===== src/rtl/fat_tree_next_hop_macros.svh =====
// Assertion macros for the fat tree next-hop block.
`ifndef FAT_TREE_NEXT_HOP_MACROS_SVH
`define FAT_TREE_NEXT_HOP_MACROS_SVH
`ifndef SYNTHESIS
// same-cycle implication
`define FTNH_ASSERT_IMP(lbl, ante, cons) \
  lbl: assert property (@(posedge clk) disable iff (!rst_n) (ante) |-> (cons)) \
    else $error("fat_tree_next_hop check failed");
// next-cycle implication
`define FTNH_ASSERT_NXT(lbl, ante, cons) \
  lbl: assert property (@(posedge clk) disable iff (!rst_n) (ante) |=> (cons)) \
    else $error("fat_tree_next_hop check failed");
`else
`define FTNH_ASSERT_IMP(lbl, ante, cons)
`define FTNH_ASSERT_NXT(lbl, ante, cons)
`endif
`endif


===== src/rtl/ftnh_pkg.sv =====
// Shared types, constants and helpers of the fat tree next-hop block.
package ftnh_pkg;

  localparam int unsigned ARITY_DEF   = 8;
  localparam int unsigned RECIP_SHIFT = 24;

  typedef enum logic [2:0] {
    LYR_HOST = 3'd1,
    LYR_EDGE = 3'd2,
    LYR_AGG  = 3'd3,
    LYR_CORE = 3'd4
  } layer_t;

  // per-node decode: validity, (index - 1) divided by h and by h*h, which half the node sits in, and the middle flag
  typedef struct packed {
    logic       valid;
    logic [7:0] div_h;
    logic [7:0] div_hh;
    logic       low_half;
    logic       mid;
  } node_info_t;

  typedef struct packed {
    logic [2:0] layer;
    logic [7:0] index;
    logic       arrived;
  } hop_t;

  // floor(a / d) for a < 256, with m = ceil(2^RECIP_SHIFT / d)
  function automatic logic [7:0] ftnh_div(input logic [7:0] a, input logic [23:0] m);
    logic [31:0] p;
    p = 32'(a) * 32'(m);
    return 8'(p >> RECIP_SHIFT);
  endfunction

endpackage


===== src/rtl/fat_tree_next_hop.sv =====
// Top level of the fat tree next-hop block: input stage, routing, output stage.
//
//   channel | dir | ports                       | beat
//   in      | in  | in_tvalid/tready/tdata[23:0] | current node and destination
//   out     | out | out_tvalid/tready/tdata[15:0]/tuser | next hop, arrived flag
//
// One beat per cycle sustained while out_tready does not stall the output.
// The routing path is one pass from the input register to the output register:
// reciprocal multiplies per node decode, then the pod base multiply and compares.
// rst_n (synchronous, active low) empties both stages; there is no startup sweep.
// A stalled output holds its beat; an empty input stage still takes one more beat.
`include "fat_tree_next_hop_macros.svh"

module fat_tree_next_hop #(
  parameter int unsigned FAT_TREE_ARITY = ftnh_pkg::ARITY_DEF
) (
  input  logic        clk,
  input  logic        rst_n,
  input  logic        in_tvalid,
  output logic        in_tready,
  // [2:0] cur_layer, [10:3] cur_index, [13:11] dest_layer, [21:14] dest_index
  input  logic [23:0] in_tdata,
  output logic        out_tvalid,
  input  logic        out_tready,
  // [2:0] next_layer, [10:3] next_index
  output logic [15:0] out_tdata,
  // [0] arrived
  output logic        out_tuser
);
  import ftnh_pkg::*;

  logic        s1_v_r, s1_v_nxt;
  logic [21:0] s1_data_r;
  logic        out_v_r, out_v_nxt;
  hop_t        out_hop_r;
  logic        s1_adv;
  node_info_t  cur_info, dest_info;
  hop_t        hop;

  assign s1_adv    = !out_v_r || out_tready;
  assign in_tready = !s1_v_r || s1_adv;

  always_comb begin
    s1_v_nxt  = s1_v_r;
    out_v_nxt = out_v_r;
    if (s1_adv) begin
      out_v_nxt = s1_v_r;
    end
    if (in_tready) begin
      s1_v_nxt = in_tvalid;
    end
  end

  always_ff @(posedge clk) begin
    if (!rst_n) begin
      s1_v_r  <= 1'b0;
      out_v_r <= 1'b0;
    end else begin
      s1_v_r  <= s1_v_nxt;
      out_v_r <= out_v_nxt;
    end
  end

  always_ff @(posedge clk) begin
    if (in_tready && in_tvalid) begin
      s1_data_r <= in_tdata[21:0];
    end
    if (s1_adv && s1_v_r) begin
      out_hop_r <= hop;
    end
  end

  ftnh_decode #(.ARITY(FAT_TREE_ARITY)) u_cur_dec (
    .layer (s1_data_r[2:0]),
    .index (s1_data_r[10:3]),
    .info  (cur_info)
  );

  ftnh_decode #(.ARITY(FAT_TREE_ARITY)) u_dest_dec (
    .layer (s1_data_r[13:11]),
    .index (s1_data_r[21:14]),
    .info  (dest_info)
  );

  ftnh_route #(.ARITY(FAT_TREE_ARITY)) u_route (
    .cur_layer  (s1_data_r[2:0]),
    .cur_index  (s1_data_r[10:3]),
    .dest_layer (s1_data_r[13:11]),
    .dest_index (s1_data_r[21:14]),
    .cur_info   (cur_info),
    .dest_info  (dest_info),
    .hop        (hop)
  );

  assign out_tvalid = out_v_r;
  assign out_tdata  = {5'd0, out_hop_r.index, out_hop_r.layer};
  assign out_tuser  = out_hop_r.arrived;

  `FTNH_ASSERT_NXT(a_in_to_s1, in_tvalid && in_tready, s1_v_r)
  `FTNH_ASSERT_NXT(a_s1_to_out, s1_v_r && s1_adv, out_tvalid)
  `FTNH_ASSERT_IMP(a_take_while_stalled, out_tvalid && !out_tready && !s1_v_r, in_tready)

endmodule


===== src/rtl/ftnh_decode.sv =====
// Node decoder: validity, quotients by h and h*h, half and middle flag of one fat tree node.
module ftnh_decode #(
  parameter int unsigned ARITY = ftnh_pkg::ARITY_DEF
) (
  input  logic [2:0]           layer,
  input  logic [7:0]           index,
  output ftnh_pkg::node_info_t info
);
  import ftnh_pkg::*;

  localparam int unsigned H     = ARITY / 2;
  localparam int unsigned HH    = H * H;
  localparam int unsigned HOSTS = ARITY * ARITY * ARITY / 4;
  localparam int unsigned NSW   = ARITY * H;
  localparam int unsigned NCORE = ARITY * ARITY / 4;

  localparam logic [23:0] RECIP_H  = 24'(((1 << RECIP_SHIFT) + H - 1) / H);
  localparam logic [23:0] RECIP_HH = 24'(((1 << RECIP_SHIFT) + HH - 1) / HH);

  localparam logic [8:0] LIM_HOST = 9'((HOSTS > 256) ? 256 : HOSTS);
  localparam logic [8:0] LIM_SW   = 9'((NSW > 256) ? 256 : NSW);
  localparam logic [8:0] LIM_CORE = 9'((NCORE > 256) ? 256 : NCORE);

  logic [7:0] idx_m1;
  logic [7:0] q_h;
  logic [7:0] rem;
  logic [8:0] rem2p1;
  logic [8:0] idx_ext;

  assign idx_m1  = index - 8'd1;
  assign q_h     = ftnh_div(idx_m1, RECIP_H);
  assign rem     = idx_m1 - 8'(16'(q_h) * 16'(H));
  assign rem2p1  = {rem, 1'b1};
  assign idx_ext = {1'b0, index};

  always_comb begin
    info.div_h    = q_h;
    info.div_hh   = ftnh_div(idx_m1, RECIP_HH);
    info.valid    = 1'b0;
    info.low_half = 1'b1;
    info.mid      = 1'b0;
    case (layer)
      LYR_HOST: info.valid = (index != 8'd0) && (idx_ext <= LIM_HOST);
      LYR_EDGE: info.valid = (index != 8'd0) && (idx_ext <= LIM_SW);
      LYR_AGG: begin
        info.valid    = (index != 8'd0) && (idx_ext <= LIM_SW);
        info.low_half = rem2p1 < 9'(H);
        info.mid      = rem2p1 == 9'(H);
      end
      LYR_CORE: begin
        info.valid    = (index != 8'd0) && (idx_ext <= LIM_CORE);
        info.low_half = 10'({index, 1'b0}) < 10'(NCORE + 1);
      end
      default: info.valid = 1'b0;
    endcase
  end

endmodule


===== src/rtl/ftnh_route.sv =====
// Up/down routing decision from the decoded current and destination nodes.
module ftnh_route #(
  parameter int unsigned ARITY = ftnh_pkg::ARITY_DEF
) (
  input  logic [2:0]           cur_layer,
  input  logic [7:0]           cur_index,
  input  logic [2:0]           dest_layer,
  input  logic [7:0]           dest_index,
  input  ftnh_pkg::node_info_t cur_info,
  input  ftnh_pkg::node_info_t dest_info,
  output ftnh_pkg::hop_t       hop
);
  import ftnh_pkg::*;

  localparam int unsigned H     = ARITY / 2;
  localparam int unsigned NSW   = ARITY * H;
  localparam int unsigned NCORE = ARITY * ARITY / 4;
  localparam logic [7:0] NSW_LO   = 8'(NSW);
  localparam logic [7:0] NCORE_LO = 8'(NCORE);

  logic [9:0] cur_base, cur_pmin, cur_pmax;
  logic [7:0] dpod_q;
  logic [9:0] dest_base, dest_pmin, dest_pmax;
  logic       dagg, dcore, first, own, same_pod;

  assign cur_base  = 10'(10'(cur_info.div_h) * 10'(H));
  assign cur_pmin  = cur_base + 10'd1;
  assign cur_pmax  = cur_base + 10'(H);
  assign dpod_q    = (dest_layer == LYR_HOST) ? dest_info.div_hh : dest_info.div_h;
  assign dest_base = 10'(10'(dpod_q) * 10'(H));
  assign dest_pmin = dest_base + 10'd1;
  assign dest_pmax = dest_base + 10'(H);
  assign dagg      = dest_layer == LYR_AGG;
  assign dcore     = dest_layer == LYR_CORE;
  assign first     = dest_info.low_half;
  assign own       = cur_info.low_half;
  assign same_pod  = dest_info.div_h == cur_info.div_h;

  always_comb begin
    hop.layer   = cur_layer;
    hop.index   = cur_index;
    hop.arrived = 1'b0;
    if (!cur_info.valid || !dest_info.valid) begin
      hop.arrived = 1'b0;
    end else if (cur_layer == dest_layer && cur_index == dest_index) begin
      hop.arrived = 1'b1;
    end else begin
      case (cur_layer)
        LYR_HOST: begin
          hop.layer = LYR_EDGE;
          hop.index = cur_info.div_h + 8'd1;
        end
        LYR_EDGE: begin
          hop.layer = LYR_AGG;
          if (dest_layer == LYR_HOST &&
              ({1'b0, dest_info.div_h} + 9'd1) == {1'b0, cur_index}) begin
            hop.layer = LYR_HOST;
            hop.index = dest_index;
          end else if (dagg && same_pod) begin
            hop.index = dest_index;
          end else begin
            hop.index = first ? cur_pmin[7:0] : cur_pmax[7:0];
          end
        end
        LYR_AGG: begin
          if (dagg) begin
            hop.layer = (own == first) ? LYR_CORE : LYR_EDGE;
            hop.index = (own == first) ? (first ? 8'd1 : NCORE_LO) : cur_index;
          end else if (dcore) begin
            hop.layer = (own == first) ? LYR_CORE : LYR_EDGE;
            hop.index = (own == first) ? dest_index : cur_index;
          end else if (dest_layer == LYR_EDGE && same_pod) begin
            hop.layer = LYR_EDGE;
            hop.index = dest_index;
          end else if (dest_layer == LYR_HOST && dest_info.div_hh == cur_info.div_h) begin
            hop.layer = LYR_EDGE;
            hop.index = dest_info.div_h + 8'd1;
          end else begin
            hop.layer = LYR_CORE;
            hop.index = own ? 8'd1 : NCORE_LO;
          end
        end
        LYR_CORE: begin
          hop.layer = LYR_AGG;
          if (dcore) begin
            hop.index = own ? 8'd1 : NSW_LO;
          end else if (dagg && own == first) begin
            // second-half middle switch drops to the pod's last switch
            hop.index = (first || !dest_info.mid) ? dest_index : dest_pmax[7:0];
          end else begin
            hop.index = own ? dest_pmin[7:0] : dest_pmax[7:0];
          end
        end
        default: hop.arrived = 1'b0;
      endcase
    end
  end

endmodule

===== config.mk =====
export PLATFORM = sky130hd
export DESIGN_NAME = fat_tree_next_hop
export DESIGN_NICKNAME = d
export VERILOG_FILES = /design/src/rtl/ftnh_pkg.sv /design/src/rtl/fat_tree_next_hop.sv /design/src/rtl/ftnh_decode.sv /design/src/rtl/ftnh_route.sv
export VERILOG_INCLUDE_DIRS = /design/src /design/src/rtl
export SDC_FILE = /design/constraint.sdc
export NUM_CORES = 1
export LEC_CHECK = 0
export CAP_MARGIN = 20
export CORE_AREA = 2 2 88 112
export DETAILED_ROUTE_END_ITERATION = 8
export DIE_AREA = 0 0 90 114
export DONT_BUFFER_PORTS = 1
export SLEW_MARGIN = 25
export SYNTH_ARGS = -nofsm -noshare
export SYNTH_HDL_FRONTEND = slang
export SYNTH_SLANG_ARGS = --single-unit

===== constraint.sdc =====
create_clock -name clk -period 3.65 [get_ports clk]
set_clock_uncertainty 0.2 [all_clocks]
set_input_delay 0.5475 -clock clk [delete_from_list [all_inputs] [get_ports clk]]
set_output_delay 0.5475 -clock clk [all_outputs]
set_load 0.01 [all_outputs]

Word-level counts from Yosys, hierarchy flattened
Cells that the tools add are included.
- register bits after elaboration: 36
- bits of input ports: 28
- output and inout bits: 19
- add/sub/neg operators: 11
- magnitude comparators: 10
- equality and inequality tests: 14
- muxes and demuxes: 26
- reductions and logical operators: 25
- operators with widths (kind ; number):
    $mux W11 ; 6
    $mux W8 ; 8
    $pmux W11 S4 ; 1
    $add A6 B1 Y7 const B ; 3
    $lt A9 B3 Y1 const B ; 2
    $lt A9 B5 Y1 const B ; 2
    $add A8 B1 Y8 const B ; 2
    $add A8 B3 Y8 const B ; 2
    $le A8 B5 Y1 const B ; 2
    $le A8 B6 Y1 const B ; 2
    $le A8 B8 Y1 const B ; 2
    $reduce_bool A8 Y1 ; 2
    $sub A8 B1 Y8 const B ; 2
    $sub A8 B8 Y8 ; 2
    $logic_and A1 B1 Y1 ; 14
    $eq A3 B2 Y1 const B ; 4
    $mux W6 ; 2
    $mux W5 ; 2
    $eq A9 B8 Y1 ; 1
    $eq A8 B8 Y1 ; 1
    $eq A3 B1 Y1 const B ; 2
    $eq A3 B3 Y1 const B ; 2
    $eq A4 B6 Y1 ; 1
    $eq A6 B6 Y1 ; 1
    other kinds (10) ; 18

Depth between registers and ports, before layout
- depth in word-level cells: 12
- gate-level depth with buffers: 16
- depth with buffers taken out: 13

Hierarchy
A second synthesis with hierarchy kept.
- cells, all modules: 495
- area total of the unflattened synthesis: 4165.2 um2
- modules (own cells, without submodules) (module ; instances ; cells each ; area each (um2) ; seq. area each (um2)):
    ftnh_route ; 1 ; 348 ; 2285.9 ; 0.0
    fat_tree_next_hop ; 1 ; 49 ; 1166.1 ; 1061.0
    ftnh_decode ; 2 ; 49 ; 356.6 ; 0.0

Worst setup path before layout
Ideal clock, no wire load.
- path type: register to register
- start: register s1_data_r[14]
- end: register out_hop_r, in the netlist out_tdata[6] (data pin)
- data arrival time: 3.400 ns
- setup slack: -0.211 ns
- stages on the path, launching flop included: 15
- period minus slack after synthesis: 3.861 ns
- cell sequence: edfxtp_1 clkbuf_1 inv_1 ha_1 clkbuf_1 xor2_1 ha_1 xnor3_1 mux2_2 and3_1 a32o_1 a21oi_4 buf_6 o21ai_2 o32a_1
- RTL lines (element ; line ; source):
    from (decl) ; fat_tree_next_hop.sv:33 ; logic [21:0] s1_data_r;
    from (signal assigned) ; fat_tree_next_hop.sv:66 ; s1_data_r <= in_tdata[21:0];
    to (signal assigned) ; fat_tree_next_hop.sv:69 ; out_hop_r <= hop;
    to (decl) ; fat_tree_next_hop.sv:35 ; hop_t out_hop_r;

==> key figures <==
GRT
  • Largest net degree at the start of global routing: 23
  • Number of global-route vias before repair: roughly 3300
  • First-pass GRT wire length: between 15 and 20 mm
  • Gr usage total: a little under a quarter
  • Initial antenna violation count: 0
  • GR Overflow Total: 0

Routing
  • Routed wire length: about 12 mm
  • DRC: 0
  • Via count: 3612
  • Routed wire per std cell: around 21 µm
  • DRT Pass-1 Iters: 5
  • Vias per cell: a little over 6
  • Post-route ant nets: 0
  • DR iter-0 viols: 440

Floorplanning
  • Die height: 114 µm
  • Die area: ~0.010 mm²
  • Core outline area: around 0.0093 mm²
  • Initial Util: about two fifths
  • Die width: about 90 µm
  • # IOs: 47
  • Row count: 40

Power
  • Seq pwr share: 38.3%
  • Clock network power share: between 30% and 40%
  • P per Cell Area: between 200 and 300 mW/mm²
  • VDD IR-drop max: 190 µV
  • Int Pwr: between 0.8 and 0.9 mW
  • Psw: around 0.41 mW
  • Leak: about 1.5 nW
  • Sw Ratio: roughly 31%
  • Comb power frac: a little under a third
  • Final Total Pwr: roughly 1.3 mW

Yosys
  • Post-synthesis cell area: between 0.003 and 0.004 mm²
  • Yosys top cell area share: about 28%
  • Yosys reg bits: 36
  • Yosys Warn Count: 0
  • Share of the yosys chip area belonging to registers: between 20% and 30%
  • Cells after Synth: 427
  • Biggest area consumer among synthesized cells: edfxtp_1
  • Asr flop ratio synth: 0%
  • Number of synthesized flops with an enable pin: 34
  • Synth cell types: 81
  • Synth area leaders: edfxtp_1 28%, xnor2_1 5.0%, xor2_1 5.0%, a21oi_1 3.5%, nor2_1 3.5%
  • Main synth FF type: edfxtp_1
  • Avg Cell Area, Syn: approximately 8.6 µm²

CTS
  • CTS root buf: clkbuf_16
  • Clk pin slew, worst setup/hold paths: about 0.060 ns
  • Worst-Skew Late Latency: between 0.2 and 0.3 ns
  • Total CTS buffers: 5
  • Clock sinks: 36
  • Max clock buf depth: 2
  • CTS tree: done
  • CTS Hold Bufs: 0
  • Htree depth: 2

STA
  • Final Hold Fails: 0
  • Peak Freq: roughly 0.28 GHz
  • Endpoints failing setup: 0
  • Slew headroom: 36.1%
  • Worst Tran Pin Value: between 0.9 and 1 ns
  • Final WS setup: between 0.1 and 0.15 ns
  • RSZ-0062 raised after global routing: true
  • Final period util: 96.5%
  • Final Max Slew Viols: 0
  • Tmin final: roughly 3.5 ns

Worst setup path
  • Reg2reg start: s1_data_r[15]$_DFFE_PP_
  • Worst Path Required: around 3.4 ns
  • WS Path Type: flop to flop
  • Max FO, Critical Path: 7
  • Cell depth of the worst flop-to-flop path: 12
  • Cell family with most CP delay: compound AO/OA/AOI/OAI gates
  • CP max-delay cell: edfxtp_1
  • R2R Setup Slk: between 0.1 and 0.15 ns
  • Critical Path AT: about 3.3 ns
  • Worst setup EP type: flop
  • Reg-to-Reg End: out_tdata[7]$_DFFE_PP_
  • CP peak stage delay: 0.44 ns
  • Crit start category: flop
  • Buf+Inv Stages, Crit Path: 1
  • Critical path cell sequence: nor3_2, xnor2_1, inv_1, ha_4, xnor3_1, mux2_2, and3_1, a32o_2, a21oi_4, nor2_1, a31oi_1, a41oi_1

Place
  • I/O Buffers: 0
  • Dpl cells: 577
  • Hpwl dp: roughly 9.4 mm
  • Place WS: about 0.0090 ns
  • Gpl congestion: approximately 1.0

Cells and area
  • P&R area growth vs syn: 19.6%
  • Final net count: between 400 and 500
  • Fill cell count: roughly 900
  • Multi-input gate area: between 0.002 and 0.003 mm²
  • N_diodes: 0
  • Register area: around 0.0011 mm²
  • Share of cells above drive strength 1: a little under a quarter
  • Final non-filler cell total: between 500 and 600

Min path
  • Worst min-delay path endpoint: s1_data_r[0]$_DFFE_PP_
  • Hold crit path type: input port to flop
  • WHS Path Cells: 0
  • HP Start: in_tdata[0]

Run status
  • Outcome: complete, no violations

Job
  • Number of max-cap violations: 0
cell families (layout without fill, tap and decap cells):
group | Yosys count | after routing | share of synthesized area [%]
XOR/XNOR | 47 | 47 | 12.7
AND/OR/NAND/NOR | 165 | 165 | 25.6
multiplexers | 7 | 7 | 1.93
AO/OA/AOI/OAI | 117 | 118 | 22.6
buffers and inverters | 47 | 80 | 6.10
other | 1 | 5 | 0.102
flip-flops | 36 | 36 | 28.8
adder cells (fa/ha/maj) | 7 | 7 | 2.31
worst register-to-register path, delay by kind of cell, from the launching register on:
family	cells	cell delay (ns)
buf+inv	1	0.12
xor+xnor	2	0.55
fa+ha+maj	1	0.18
simple gates	3	0.48
compound gates	4	0.91
mux	1	0.38
flops	1	0.44
sequential cells by signal, indices dropped and copies added (netlist names):
name        count
s1_data_r      22
out_tdata      11
s1_v_r          1
out_tvalid      1
out_tuser       1
what timing repair did:
item                       CTS  global route
hold endpoints to repair     0             0
cloned                       0             1
gates resized for setup      0            19
pin swaps                    1             3
buffers inserted             0             5
setup endpoints to repair    2            10
per-layer routing:
| layer | global-route usage [%] | routed length (µm) |
|---|---|---|
| met5 | 0 | 0 |
| met4 | 11.3 | 680 |
| met3 | 2.71 | 768 |
| met2 | 39.7 | 5920 |
| met1 | 29.4 | 4900 |
stage by stage:
stage / hold slack, ns / utilization (%) / cell area, µm² / setup TNS (ns)
floorplan: 0.277 / - / 3720 / 0
global placement: 0.301 / 44.2 / 4120 / 0
detailed placement: 0.332 / 44.2 / 4120 / 0
CTS: 0.159 / 45.7 / 4250 / 0
global route: 0.152 / 47.4 / 4410 / -0.0565
finish: 0.162 / 47.4 / 4410 / 0
power by group through the flow:
stage,Combinational (mW),Clock [mW],Sequential (mW)
floorplan,0.250,0,0.499
global placement,0.360,0,0.507
detailed placement,0.362,0,0.508
CTS,0.364,0.411,0.499
global route,0.424,0.439,0.503
finish,0.397,0.408,0.500
final cells by class:
| type | count | share of cell area [%] |
|---|---|---|
| well taps | 126 | 3.57 |
| inverters | 12 | 1.02 |
| multi-input cells | 349 | 57.5 |
| clock buffers | 7 | 3.01 |
| repair buffers | 60 | 10.8 |
| flip-flops and latches | 36 | 24.0 |
| clock inverters | 1 | 0.0851 |
worst max-delay path by stage:
stage	start	end	slack (ns)	depth (start not counted)
final	s1_data_r[15]$_DFFE_PP_	out_tdata[7]$_DFFE_PP_	0.13	12
after global placement	s1_data_r[14]$_DFFE_PP_	out_tdata[6]$_DFFE_PP_	0.07	11
after detailed placement	s1_data_r[14]$_DFFE_PP_	out_tdata[8]$_DFFE_PP_	0.009	11
after floorplan	s1_data_r[14]$_DFFE_PP_	out_tdata[6]$_DFFE_PP_	0.004	14
after CTS	s1_data_r[14]$_DFFE_PP_	out_tdata[8]$_DFFE_PP_	0.01	11
after global routing	s1_data_r[14]$_DFFE_PP_	out_tdata[9]$_DFFE_PP_	-0.03	11
cell usage in the layout, fill, tap and decap left out, types with 3 or more instances in the layout:
cell / synthesis / routed
a211oi_1: 5 / 5
a21o_1: 4 / 4
a21oi_1: 26 / 24
a21oi_2: 0 / 3
a22oi_1: 5 / 4
a31oi_1: 7 / 7
a32oi_1: 6 / 5
and2_1: 6 / 6
and3_1: 5 / 5
buf_4: 5 / 58
clkbuf_16: 0 / 5
conb_1: 1 / 5
edfxtp_1: 34 / 34
ha_1: 6 / 4
inv_1: 12 / 12
mux2i_1: 6 / 6
nand2_1: 33 / 33
nand2b_1: 8 / 8
nand3_1: 12 / 12
nand4_1: 4 / 4
nor2_1: 34 / 33
nor2b_1: 6 / 6
nor3_1: 17 / 15
nor3_2: 3 / 4
nor3b_1: 3 / 3
nor4_1: 6 / 6
o211ai_1: 11 / 11
o21a_1: 5 / 5
o21ai_0: 12 / 12
o22ai_1: 4 / 3
o31ai_1: 5 / 4
o32a_1: 4 / 4
or4_1: 4 / 3
xnor2_1: 21 / 21
xnor3_1: 3 / 3
xor2_1: 21 / 20
cell usage after synthesis, types with 6 or more instances:
| cell | number |
|---|---|
| mux2i_1 | 6 |
| nand2_1 | 33 |
| a32oi_1 | 6 |
| clkbuf_1 | 17 |
| inv_1 | 12 |
| nor2b_1 | 6 |
| a31oi_1 | 7 |
| ha_1 | 6 |
| o211ai_1 | 11 |
| nand2b_1 | 8 |
| nand3_1 | 12 |
| buf_2 | 9 |
| xor2_1 | 21 |
| a21oi_1 | 26 |
| and2_1 | 6 |
| nor2_1 | 34 |
| edfxtp_1 | 34 |
| nor4_1 | 6 |
| o21ai_0 | 12 |
| xnor2_1 | 21 |
| nor3_1 | 17 |
No activity file was read; power rests on OpenSTA's default activity.
